==> src/hdl/tts_pkg.sv <==
// Package for the thermistor temperature smoother.
// Holds the register codes, sequencer states, constants and helper functions.
// No dependencies.
`default_nettype none
package tts_pkg;

	typedef enum logic [2:0] {
		REG_SERIES  = 3'd0,
		REG_SUPPLY  = 3'd1,
		REG_NOMINAL = 3'd2,
		REG_BETA    = 3'd3,
		REG_PERIOD  = 3'd4,
		REG_TCONST  = 3'd5
	} cfg_idx_t;

	typedef enum logic [4:0] {
		ST_IDLE,
		ST_LOG,
		ST_LN0,
		ST_LN1,
		ST_LN2,
		ST_LN3,
		ST_LN4,
		ST_P0,
		ST_P1,
		ST_P2,
		ST_DIV,
		ST_POST,
		ST_WDIV,
		ST_SM0,
		ST_SM1,
		ST_SM2,
		ST_SDIV,
		ST_OUT
	} state_t;

	localparam int CFG_W = 20;
	localparam logic [31:0] LN2_Q24 = 32'd11629080;
	localparam logic [31:0] T0_X100 = 32'd29815;
	localparam logic [31:0] BETA_SCALE = 32'd100;
	localparam logic signed [17:0] TMAX = 18'sd131071;
	localparam logic signed [17:0] TMIN = 18'sh20000;
	localparam logic signed [47:0] BIAS17 = 48'sd131072;

	function automatic logic signed [17:0] sat18(input logic signed [47:0] v);
		logic signed [17:0] r;
		if (v > 48'(TMAX)) begin
			r = TMAX;
		end else if (v < 48'(TMIN)) begin
			r = TMIN;
		end else begin
			r = v[17:0];
		end
		return r;
	endfunction

	// Position of the leading one of a nonzero 20-bit value.
	function automatic logic [4:0] lead_one20(input logic [19:0] x);
		logic [4:0] n;
		n = '0;
		for (int i = 0; i < 20; i++) begin
			if (x[i]) begin
				n = 5'(i);
			end
		end
		return n;
	endfunction

endpackage
`default_nettype wire

==> src/hdl/tts_if.sv <==
// Channel interfaces for the thermistor temperature smoother.
// Depends on nothing; carries valid, ready and the word payload.
`default_nettype none
interface tts_in_if;
	logic        valid;
	logic        ready;
	logic [11:0] voltage_mv;
	modport source (output valid, output voltage_mv, input ready);
	modport sink (input valid, input voltage_mv, output ready);
endinterface

interface tts_out_if;
	logic               valid;
	logic               ready;
	logic signed [17:0] smoothed_temp;
	logic signed [17:0] instant_temp;
	logic               ready_res;
	logic               fault;
	modport source (output valid, output smoothed_temp, output instant_temp,
		output ready_res, output fault, input ready);
	modport sink (input valid, input smoothed_temp, input instant_temp,
		input ready_res, input fault, output ready);
endinterface
`default_nettype wire

==> src/hdl/tts_mul.sv <==
// Shared 32x32 unsigned multiplier with a registered product.
// Used by the sequencer for log squaring and all scaling products.
`default_nettype none
module tts_mul (
	input  wire logic        clk,
	input  wire logic [31:0] a,
	input  wire logic [31:0] b,
	output logic      [63:0] prod_q
);
	always_ff @(posedge clk) begin
		prod_q <= 64'(a) * 64'(b);
	end
endmodule
`default_nettype wire

==> src/hdl/tts_div.sv <==
// Restoring divider, one quotient bit per cycle.
// Standalone; takes start with operands and pulses done when quotient is final.
`default_nettype none
module tts_div #(
	parameter int NW = 68,
	parameter int DW = 52
) (
	input  wire logic          clk,
	input  wire logic          arst_n,
	input  wire logic          start,
	input  wire logic [NW-1:0] dividend,
	input  wire logic [DW-1:0] divisor,
	output logic               done_q,
	output logic      [NW-1:0] quo_q
);
	localparam int CW = $clog2(NW + 1);

	logic          busy_q;
	logic [CW-1:0] cnt_q;
	logic [DW-1:0] rem_q;
	logic [DW-1:0] dsr_q;
	logic [DW:0]   trial;
	logic          ge;
	logic [DW:0]   diff;

	always_comb begin
		trial = {rem_q, quo_q[NW-1]};
		ge    = trial >= {1'b0, dsr_q};
		diff  = trial - {1'b0, dsr_q};
	end

	always_ff @(posedge clk or negedge arst_n) begin
		if (!arst_n) begin
			busy_q <= 1'b0;
			done_q <= 1'b0;
			cnt_q  <= '0;
		end else begin
			done_q <= busy_q && (cnt_q == CW'(1));
			if (start) begin
				busy_q <= 1'b1;
				cnt_q  <= CW'(NW);
			end else if (busy_q) begin
				cnt_q <= cnt_q - CW'(1);
				if (cnt_q == CW'(1)) begin
					busy_q <= 1'b0;
				end
			end
		end
	end

	always_ff @(posedge clk) begin
		if (start) begin
			rem_q <= '0;
			quo_q <= dividend;
			dsr_q <= divisor;
		end else if (busy_q) begin
			rem_q <= ge ? diff[DW-1:0] : trial[DW-1:0];
			quo_q <= {quo_q[NW-2:0], ge};
		end
	end
endmodule
`default_nettype wire

==> src/hdl/thermistor_temperature_smoother_top.sv <==
// A good sample runs four base-2 logarithms by repeated squaring on the shared multiplier,
// then the Beta-equation quotient goes through the bit-serial divider, and after warm-up
// the smoothing step takes a second pass through that divider. The warm-up mean is a single
// reciprocal multiplication. A faulted sample goes straight from idle to the output state.
// A word that is not yet taken holds the sequencer in its output state while it waits.
// The input is taken only while the sequencer is idle; a finished word waits in the
// output register, so the next sample may be accepted before it is taken.
// Depends on tts_pkg, tts_if, tts_mul and tts_div.
`default_nettype none
module thermistor_temperature_smoother_top #(
	parameter int WARMUP_SAMPLES = 10,
	parameter int FRAC_BITS = 8
) (
	input  wire logic                    clk,
	input  wire logic                    arst_n,
	tts_in_if.sink                       in_ch,
	tts_out_if.source                    out_ch,
	input  wire logic                    cfg_we,
	input  wire logic [2:0]              cfg_idx,
	input  wire logic [tts_pkg::CFG_W-1:0] cfg_wdata
);
	import tts_pkg::*;

	localparam int K  = 31 + FRAC_BITS;
	localparam int NW = 29 + K;
	localparam int DW = 52;
	localparam logic signed [47:0] K0 = 48'(((27315 << FRAC_BITS) + 50) / 100);
	localparam logic [6:0] WCNT = 7'(WARMUP_SAMPLES);
	// Reciprocal of the warm-up count, exact for dividends below 2^25.
	localparam int WSH = 25 + $clog2(WARMUP_SAMPLES);
	localparam logic [63:0] WREC_FULL = ((64'd1 << WSH) + 64'(WARMUP_SAMPLES) - 64'd1)
		/ 64'(WARMUP_SAMPLES);
	localparam logic [31:0] WREC = WREC_FULL[31:0];

	// Configuration registers.
	logic [19:0] series_q, nominal_q, tconst_q;
	logic [12:0] supply_q;
	logic [13:0] beta_q;
	logic [15:0] period_q;

	always_ff @(posedge clk or negedge arst_n) begin
		if (!arst_n) begin
			series_q  <= 20'd100000;
			supply_q  <= 13'd3300;
			nominal_q <= 20'd100000;
			beta_q    <= 14'd4303;
			period_q  <= 16'd100;
			tconst_q  <= 20'd60000;
		end else if (cfg_we) begin
			unique case (cfg_idx)
				REG_SERIES:  series_q  <= cfg_wdata[19:0];
				REG_SUPPLY:  supply_q  <= cfg_wdata[12:0];
				REG_NOMINAL: nominal_q <= cfg_wdata[19:0];
				REG_BETA:    beta_q    <= cfg_wdata[13:0];
				REG_PERIOD:  period_q  <= cfg_wdata[15:0];
				REG_TCONST:  tconst_q  <= cfg_wdata[19:0];
				default: ;
			endcase
		end
	end

	state_t state_q, state_d;

	logic [11:0]        v_q;
	logic               bad_q;
	logic [1:0]         log_idx_q;
	logic [4:0]         it_q;
	logic [28:0]        frac_q;
	logic [35:0]        pos_q, neg_q, mag_q, lnmag_q;
	logic               sign_q;
	logic [63:0]        acc_q;
	logic [50:0]        a_q;
	logic [28:0]        num_q;
	logic signed [17:0] t_q, running_q;
	logic signed [23:0] sum_q;
	logic [6:0]         count_q;
	logic               ready_q;

	logic               out_valid_q;
	logic signed [17:0] out_smooth_q, out_inst_q;
	logic               out_ready_q, out_fault_q;

	logic [31:0]   mul_a, mul_b;
	logic [63:0]   prod;
	logic          div_start, div_done;
	logic [NW-1:0] div_dividend, quot;
	logic [DW-1:0] div_divisor;

	tts_mul u_mul (.clk(clk), .a(mul_a), .b(mul_b), .prod_q(prod));

	tts_div #(.NW(NW), .DW(DW)) u_div (
		.clk(clk), .arst_n(arst_n), .start(div_start), .dividend(div_dividend),
		.divisor(div_divisor), .done_q(div_done), .quo_q(quot)
	);

	// Log operand and squaring step.
	logic [19:0] lx;
	logic [4:0]  ln_n;
	logic [30:0] m0, m_next;
	logic        sq_bit;
	logic [34:0] log_val;

	always_comb begin
		case (log_idx_q)
			2'd0:    lx = series_q;
			2'd1:    lx = {7'b0, supply_q - {1'b0, v_q}};
			2'd2:    lx = {8'b0, v_q};
			default: lx = nominal_q;
		endcase
		ln_n    = lead_one20(lx);
		m0      = 31'({11'b0, lx} << (5'd30 - ln_n));
		sq_bit  = prod[61];
		m_next  = sq_bit ? prod[61:31] : prod[60:30];
		log_val = {ln_n, frac_q, sq_bit};
	end

	// Denominator of the Beta equation.
	logic [63:0] p_full;
	logic [51:0] p_c, den_c;
	logic        inf_c;

	always_comb begin
		p_full = acc_q + {prod[31:0], 32'b0};
		p_c    = p_full[51:0];
		den_c  = sign_q ? ({1'b0, a_q} - p_c) : ({1'b0, a_q} + p_c);
		inf_c  = sign_q ? (p_c >= {1'b0, a_q}) : (den_c == '0);
	end

	// Kelvin to Celsius from the quotient.
	logic [41:0]        tk_sum;
	logic signed [17:0] t_div;

	always_comb begin
		tk_sum = 42'(quot[40:0]) + 42'd1;
		if (|quot[NW-1:40]) begin
			t_div = TMAX;
		end else begin
			t_div = sat18($signed({7'b0, tk_sum[41:1]}) - K0);
		end
	end

	// Warm-up and smoothing arithmetic.
	logic signed [23:0] sum_c;
	logic signed [26:0] bias_c;
	logic [20:0]        sden_c;
	logic [17:0]        pb, tb;
	logic signed [17:0] run_c;
	logic [25:0]        wq_c;
	logic signed [17:0] run_w;

	always_comb begin
		sum_c  = sum_q + 24'(t_q);
		bias_c = 27'(sum_c) + (27'(WCNT) <<< 17);
		sden_c = 21'(period_q) + 21'(tconst_q);
		pb     = {~running_q[17], running_q[16:0]};
		tb     = {~t_q[17], t_q[16:0]};
		run_c  = sat18($signed({22'b0, quot[25:0]}) - BIAS17);
		wq_c   = 26'(prod >> WSH);
		run_w  = sat18($signed({22'b0, wq_c}) - BIAS17);
	end

	// Next state.
	always_comb begin
		state_d = state_q;
		unique case (state_q)
			ST_IDLE: begin
				if (in_ch.valid) begin
					if (in_ch.voltage_mv == '0 || {1'b0, in_ch.voltage_mv} >= supply_q
						|| series_q == '0 || nominal_q == '0) begin
						state_d = ST_OUT;
					end else begin
						state_d = ST_LOG;
					end
				end
			end
			ST_LOG: begin
				if (it_q == 5'd30 && log_idx_q == 2'd3) begin
					state_d = ST_LN0;
				end
			end
			ST_LN0: state_d = ST_LN1;
			ST_LN1: state_d = ST_LN2;
			ST_LN2: state_d = ST_LN3;
			ST_LN3: state_d = ST_LN4;
			ST_LN4: state_d = ST_P0;
			ST_P0:  state_d = ST_P1;
			ST_P1:  state_d = ST_P2;
			ST_P2:  state_d = inf_c ? ST_POST : ST_DIV;
			ST_DIV: begin
				if (div_done) begin
					state_d = ST_POST;
				end
			end
			ST_POST: begin
				if (!ready_q) begin
					state_d = (count_q + 7'd1 >= WCNT) ? ST_WDIV : ST_OUT;
				end else begin
					state_d = (sden_c == '0) ? ST_OUT : ST_SM0;
				end
			end
			ST_WDIV: state_d = ST_OUT;
			ST_SM0: state_d = ST_SM1;
			ST_SM1: state_d = ST_SM2;
			ST_SM2: state_d = ST_SDIV;
			ST_SDIV: begin
				if (div_done) begin
					state_d = ST_OUT;
				end
			end
			ST_OUT: begin
				if (!out_valid_q || out_ch.ready) begin
					state_d = ST_IDLE;
				end
			end
			default: state_d = ST_IDLE;
		endcase
	end

	// Unit operands and handshake.
	always_comb begin
		mul_a        = '0;
		mul_b        = '0;
		div_start    = 1'b0;
		div_dividend = '0;
		div_divisor  = '0;
		in_ch.ready  = 1'b0;
		unique case (state_q)
			ST_IDLE: in_ch.ready = 1'b1;
			ST_LOG: begin
				mul_a = {1'b0, (it_q == '0) ? m0 : m_next};
				mul_b = mul_a;
			end
			ST_LN1: begin
				mul_a = mag_q[31:0];
				mul_b = LN2_Q24;
			end
			ST_LN2: begin
				mul_a = {28'b0, mag_q[35:32]};
				mul_b = LN2_Q24;
			end
			ST_LN3: begin
				mul_a = BETA_SCALE;
				mul_b = {18'b0, beta_q};
			end
			ST_LN4: begin
				mul_a = T0_X100;
				mul_b = {18'b0, beta_q};
			end
			ST_P0: begin
				mul_a = lnmag_q[31:0];
				mul_b = T0_X100;
			end
			ST_P1: begin
				mul_a = {28'b0, lnmag_q[35:32]};
				mul_b = T0_X100;
			end
			ST_P2: begin
				div_start    = !inf_c;
				div_dividend = {num_q, {K{1'b0}}};
				div_divisor  = den_c;
			end
			ST_POST: begin
				// Rounded mean: floor((biased sum + count/2) / count).
				mul_a = {6'b0, bias_c[25:0]} + 32'(WCNT >> 1);
				mul_b = WREC;
			end
			ST_SM0: begin
				mul_a = {14'b0, pb};
				mul_b = {12'b0, tconst_q};
			end
			ST_SM1: begin
				mul_a = {14'b0, tb};
				mul_b = {16'b0, period_q};
			end
			ST_SM2: begin
				div_start    = 1'b1;
				div_dividend = NW'(acc_q) + NW'(prod) + NW'(sden_c >> 1);
				div_divisor  = DW'(sden_c);
			end
			default: ;
		endcase
	end

	always_ff @(posedge clk or negedge arst_n) begin
		if (!arst_n) begin
			state_q     <= ST_IDLE;
			running_q   <= '0;
			sum_q       <= '0;
			count_q     <= '0;
			ready_q     <= 1'b0;
			out_valid_q <= 1'b0;
		end else begin
			state_q <= state_d;
			if (state_q == ST_OUT && (!out_valid_q || out_ch.ready)) begin
				out_valid_q <= 1'b1;
			end else if (out_valid_q && out_ch.ready) begin
				out_valid_q <= 1'b0;
			end
			unique case (state_q)
				ST_POST: begin
					if (!ready_q) begin
						sum_q   <= sum_c;
						count_q <= count_q + 7'd1;
					end
				end
				ST_WDIV: begin
					running_q <= run_w;
					sum_q     <= '0;
					count_q   <= WCNT;
					ready_q   <= 1'b1;
				end
				ST_SDIV: begin
					if (div_done) begin
						running_q <= run_c;
					end
				end
				default: ;
			endcase
		end
	end

	// Datapath registers without reset.
	always_ff @(posedge clk) begin
		unique case (state_q)
			ST_IDLE: begin
				v_q       <= in_ch.voltage_mv;
				bad_q     <= in_ch.voltage_mv == '0 || {1'b0, in_ch.voltage_mv} >= supply_q
					|| series_q == '0 || nominal_q == '0;
				t_q       <= '0;
				log_idx_q <= '0;
				it_q      <= '0;
				pos_q     <= '0;
				neg_q     <= '0;
			end
			ST_LOG: begin
				if (it_q != '0) begin
					frac_q <= {frac_q[27:0], sq_bit};
				end
				if (it_q == 5'd30) begin
					it_q      <= '0;
					log_idx_q <= log_idx_q + 2'd1;
					if (log_idx_q[1] == 1'b0) begin
						pos_q <= pos_q + 36'(log_val);
					end else begin
						neg_q <= neg_q + 36'(log_val);
					end
				end else begin
					it_q <= it_q + 5'd1;
				end
			end
			ST_LN0: begin
				sign_q <= neg_q > pos_q;
				mag_q  <= (neg_q > pos_q) ? neg_q - pos_q : pos_q - neg_q;
			end
			ST_LN2: acc_q <= prod;
			ST_LN3: acc_q <= acc_q + {prod[31:0], 32'b0};
			ST_LN4: begin
				a_q     <= {prod[20:0], 30'b0};
				lnmag_q <= 36'((acc_q + 64'h80_0000) >> 24);
			end
			ST_P0: num_q <= prod[28:0];
			ST_P1: acc_q <= prod;
			ST_P2: begin
				if (inf_c) begin
					t_q <= TMAX;
				end
			end
			ST_DIV: begin
				if (div_done) begin
					t_q <= t_div;
				end
			end
			ST_SM1: acc_q <= prod;
			ST_OUT: begin
				if (!out_valid_q || out_ch.ready) begin
					out_smooth_q <= running_q;
					out_inst_q   <= t_q;
					out_ready_q  <= ready_q;
					out_fault_q  <= bad_q;
				end
			end
			default: ;
		endcase
	end

	assign out_ch.valid         = out_valid_q;
	assign out_ch.smoothed_temp = out_smooth_q;
	assign out_ch.instant_temp  = out_inst_q;
	assign out_ch.ready_res     = out_ready_q;
	assign out_ch.fault         = out_fault_q;
endmodule
`default_nettype wire

==> src/flat_wrapper.sv <==
// flat-port wrapper written by rule: the top's interface ports become plain ports
module thermistor_temperature_smoother_top_flat import tts_pkg::*;
#(
	parameter int WARMUP_SAMPLES = 10,
	parameter int FRAC_BITS = 8
)
  (clk, arst_n, cfg_we, cfg_idx, cfg_wdata, in_ch_valid, in_ch_voltage_mv, in_ch_ready, out_ch_valid, out_ch_smoothed_temp, out_ch_instant_temp, out_ch_ready_res, out_ch_fault, out_ch_ready);
  tts_in_if in_ch_i ();
  tts_out_if out_ch_i ();
  input  wire logic clk;
  input  wire logic arst_n;
  input  wire logic cfg_we;
  input  wire logic [2:0] cfg_idx;
  input  wire logic [tts_pkg::CFG_W-1:0] cfg_wdata;
  input wire logic [$bits(in_ch_i.valid)-1:0] in_ch_valid;
  input wire logic [$bits(in_ch_i.voltage_mv)-1:0] in_ch_voltage_mv;
  output wire logic [$bits(in_ch_i.ready)-1:0] in_ch_ready;
  output wire logic [$bits(out_ch_i.valid)-1:0] out_ch_valid;
  output wire logic [$bits(out_ch_i.smoothed_temp)-1:0] out_ch_smoothed_temp;
  output wire logic [$bits(out_ch_i.instant_temp)-1:0] out_ch_instant_temp;
  output wire logic [$bits(out_ch_i.ready_res)-1:0] out_ch_ready_res;
  output wire logic [$bits(out_ch_i.fault)-1:0] out_ch_fault;
  input wire logic [$bits(out_ch_i.ready)-1:0] out_ch_ready;
  assign in_ch_i.valid = in_ch_valid;
  assign in_ch_i.voltage_mv = in_ch_voltage_mv;
  assign in_ch_ready = in_ch_i.ready;
  assign out_ch_valid = out_ch_i.valid;
  assign out_ch_smoothed_temp = out_ch_i.smoothed_temp;
  assign out_ch_instant_temp = out_ch_i.instant_temp;
  assign out_ch_ready_res = out_ch_i.ready_res;
  assign out_ch_fault = out_ch_i.fault;
  assign out_ch_i.ready = out_ch_ready;
  thermistor_temperature_smoother_top #(.WARMUP_SAMPLES(WARMUP_SAMPLES), .FRAC_BITS(FRAC_BITS)) u_core (.clk(clk), .arst_n(arst_n), .in_ch(in_ch_i), .out_ch(out_ch_i), .cfg_we(cfg_we), .cfg_idx(cfg_idx), .cfg_wdata(cfg_wdata));
endmodule
==> config.mk <==
export PLATFORM = sky130hd
export DESIGN_NAME = thermistor_temperature_smoother_top_flat
export DESIGN_NICKNAME = d
export VERILOG_FILES = /design/src/hdl/tts_pkg.sv /design/src/hdl/tts_if.sv /design/src/hdl/tts_mul.sv /design/src/hdl/tts_div.sv /design/src/hdl/thermistor_temperature_smoother_top.sv /design/src/flat_wrapper.sv
export SDC_FILE = /design/constraint.sdc
export NUM_CORES = 2
export LEC_CHECK = 0
export BUFFER_PORTS_ARGS = -buffer_cell sky130_fd_sc_hd__buf_2
export CORE_UTILIZATION = 60
export CTS_BUF_LIST = sky130_fd_sc_hd__clkbuf_4 sky130_fd_sc_hd__clkbuf_8
export DETAILED_ROUTE_END_ITERATION = 6
export PLACE_DENSITY = 0.79
export SLEW_MARGIN = 10
export SYNTH_ARGS = -nofsm -noshare
export SYNTH_HDL_FRONTEND = slang
export SYNTH_SLANG_ARGS = --single-unit
export TNS_END_PERCENT = 100
==> constraint.sdc <==
create_clock -name clk -period 13.5 [get_ports clk]
set_clock_uncertainty 0.1 [all_clocks]
set_input_delay 0.675 -clock clk [delete_from_list [all_inputs] [get_ports clk]]
set_output_delay 0.675 -clock clk [all_outputs]
set_load 0.01 [all_outputs]
==> results_dict.tcl <==
set metrics [dict create \
    setup_ws_ns 0.238 \
    rows 140 \
    cts_buffer_depth 3 \
    rr_worst_depth 45 \
    worst_pin_slew_ns 1.44 \
    cts_root_buffer "clkbuf_8" \
    drv_slew 0 \
    antenna_found_initial 24 \
    synth_flop_cell "edfxtp_1" \
    critical_path_arrival_ns 13.89 \
    ys_seq_area_share_pct 23.8 \
    path_class "flip-flop to flip-flop" \
    vias 79500 \
    ios 80 \
    period_share_pct 98.2 \
    drtPass1Iterations 7 \
    drt-total-wl_um 341000 \
    setup_tns_ns 0 \
    synth_edf_count 484 \
    grt_max_degree 112 \
    grt-ovfl-total 0 \
    endpoint "u_core.u_mul.prod_q[62]$_DFF_P_" \
    clock_latency_ns 0.92 \
    crit_path_start_kind "flip-flop" \
    r2r_setup_slack_ns 0.24 \
    max_stage_delay_ns 0.76 \
    synthesis.area_um2 88800 \
    cts_buffers 140 \
    avgViaCountPerCell 6.48 \
    dp_cells 12000 \
    utilization_pct 66.5 \
    synth.ff_latch_count 767 \
    crit_start "u_core.supply_q[0]$_DFFE_PN0P_" \
    setup_violations 0 \
    gp_congestion 1.11 \
    wl_per_cell_um 27.8 \
    grt_pass1_vias 78300 \
    r2r_start "u_core.supply_q[0]$_DFFE_PN0P_" \
    synth_cell_types 108 \
    die_w_um 387 \
    track_usage_pct 45.2 \
    worstPathMaxFanout 23 \
    finalHoldViolCount 0 \
    fmax_mhz 75.4 \
    slew_headroom_pct 3.39 \
    hold_class "input port to flip-flop" \
    dieArea_um2 149000 \
    cts_max_level 4 \
    crit_path_end_kind "flip-flop" \
    syn2layout_area_growth_pct 9.51 \
    worstPathRequired_ns 14.13 \
    cp_slowest_cell "fa_1" \
    dp_slack_ns -0.264 \
    cts.sink_count 767 \
    period_minus_slack_ns 13.26 \
    port_buffers 79 \
    dp_hpwl_um 271000 \
    max_cap_violations 0 \
    antenna_left 0 \
    final_nets 11800 \
    outcome "complete, no violations" \
    grt_pass1_wl_um 500000 \
    die_y_um 387 \
    drive_above_1_share_pct 10.8 \
    cts_tree "done" \
    synth_cells 10000 \
    finalNonFillerCells 12300 \
    floorplan.initialDensity_pct 60.7 \
    drc 0 \
    synth_warnings 0 \
    syn_avg_cell_area_um2 8.86 \
    synth-async-reset-ratio_pct 21.9 \
    r2r_end "u_core.u_mul.prod_q[62]$_DFF_P_" \
    drt_iter0_markers 8984 \
    core-area_um2 146000 \
    cp_common_cell "fa_1" \
    clkSlewWorstSetupHoldPaths_ns 0.06 \
]
[critical path, delay by kind of cell (launching register included)]
kind / cells / cell delay [ns]
and+or+nand+nor: 7 / 1.18
buffers and inverters: 5 / 0.74
AOI/OAI and AO/OA: 19 / 4.85
xor gates and xnor gates: 2 / 0.27
DFF: 1 / 0.39
adders and majority gates: 12 / 5.55
[routing by layer]
metal / track usage (%) / wire length [um] / up-vias
li1: - / - / 34400
met1: 56.4 / 123000 / 38700
met2: 67.3 / 144000 / 4965
met3: 11.0 / 39000 / 1349
met4: 35.5 / 33600 / 28
met5: 0 / 239 / -
[state kept, by name, summed over array words and instances (netlist names), 16 cells and up]
| signal | cells |
|---|---|
| u_core.mag_q | 36 |
| u_core.out_ch.smoothed_temp | 18 |
| u_core.frac_q | 29 |
| u_core.series_q | 20 |
| u_core.a_q | 21 |
| u_core.nominal_q | 20 |
| u_core.u_mul.prod_q | 63 |
| u_core.t_q | 18 |
| u_core.pos_q | 36 |
| u_core.u_div.quo_q | 68 |
| u_core.u_div.dsr_q | 52 |
| u_core.u_div.rem_q | 52 |
| u_core.acc_q | 64 |
| u_core.running_q | 18 |
| u_core.num_q | 29 |
| u_core.lnmag_q | 36 |
| u_core.sum_q | 24 |
| u_core.tconst_q | 20 |
| u_core.period_q | 16 |
| u_core.out_ch.instant_temp | 18 |
| u_core.neg_q | 36 |
[cells by family (layout without fill, tap and decap cells)]
kind of cell | count (synthesis) | count (layout) | share of synthesized area (%)
buf+inv | 1750 | 2060 | 7.49
fa+ha+maj | 1569 | 1569 | 29.5
simple gates | 3097 | 3097 | 16.1
flops | 767 | 767 | 23.8
other cells | 2 | 25 | 0.00846
mux | 215 | 215 | 2.71
xor+xnor | 527 | 527 | 5.23
compound gates | 2086 | 2086 | 15.1
[layout make-up]
class | count | area (um^2)
clock inverter | 55 | 592
inverter | 1298 | 4870
clock buffer | 202 | 2470
fill | 12100 | 49100
multi-input combinational | 7509 | 61800
tap | 1917 | 2400
sequential | 767 | 21100
timing repair buffer | 505 | 3970
antenna | 10 | 25.0
[worst min path at each step]
stage / cells past startpoint / slack, ns / to / from
6_report: 3 / 0.07 / u_core.supply_q[5]$_DFFE_PN1P_ / cfg_wdata[5]
5_1_grt: 3 / 0.05 / u_core.supply_q[11]$_DFFE_PN1P_ / cfg_wdata[11]
4_1_cts: 3 / 0.006 / u_core.supply_q[5]$_DFFE_PN1P_ / cfg_wdata[5]
3_5_place_dp: 0 / 0.35 / u_core.out_ch.fault$_DFFE_PP_ / u_core.bad_q$_DFFE_PP_
3_3_place_gp: 0 / 0.35 / u_core.out_ch.fault$_DFFE_PP_ / u_core.bad_q$_DFFE_PP_
2_1_floorplan: 0 / 0.28 / u_core.beta_q[10]$_DFFE_PN0P_ / arst_n
[layout by cell type (no fill, tap or decap), types with 209 or more instances in the layout]
cell      netlist  layout
nor2_1        983     972
fa_1          878     878
inv_1        1290    1289
nand2_1       962     959
o21ai_0       448     438
xnor2_1       316     315
a21o_1        228     227
ha_1          690     689
a21oi_1       548     540
edfxtp_1      484     484
buf_4           9     369
xor2_1        209     209
[per-stage QoR]
| step | instance area (um^2) | hold WS [ns] |
|---|---|---|
| after floorplan | 88800 | 0.279 |
| after global placement | 93300 | 0.350 |
| after detailed placement | 93300 | 0.351 |
| after CTS | 96700 | 0.00597 |
| after global routing | 97200 | 0.0500 |
| final | 97200 | 0.0709 |
[timing repair]
| item | CTS | global route |
|---|---|---|
| setup buffers | 6 | 12 |
| endpoints found under the setup margin | 12 | 18 |
| hold endpoints to repair | 76 | 0 |
| hold buffers | 22 | 0 |
| resized for setup | 22 | 92 |
| pin swaps | 4 | 11 |
[synthesized netlist by cell type, types with 94 or more instances]
cell type | instances | area [um^2]
edfxtp_1 | 484 | 14500
clkbuf_1 | 388 | 1460
and2_1 | 101 | 632
nand3_1 | 181 | 906
dfrtp_1 | 133 | 3330
mux2_2 | 110 | 1240
and3_1 | 107 | 669
ha_1 | 690 | 8630
a21o_1 | 228 | 1710
xor2_1 | 209 | 1830
mux2i_1 | 96 | 961
nand2b_1 | 143 | 895
fa_1 | 878 | 17600
nor2_1 | 983 | 3690
o21ai_0 | 448 | 2240
dfxtp_1 | 115 | 2300
a21oi_1 | 548 | 2740
xnor2_1 | 316 | 2770
nand4_1 | 94 | 588
inv_1 | 1290 | 4840
nor3_1 | 158 | 791
nand2_1 | 962 | 3610
Power is not shown: default switching activity piles up to over one toggle a cycle in this logic, so the estimate is an artifact.
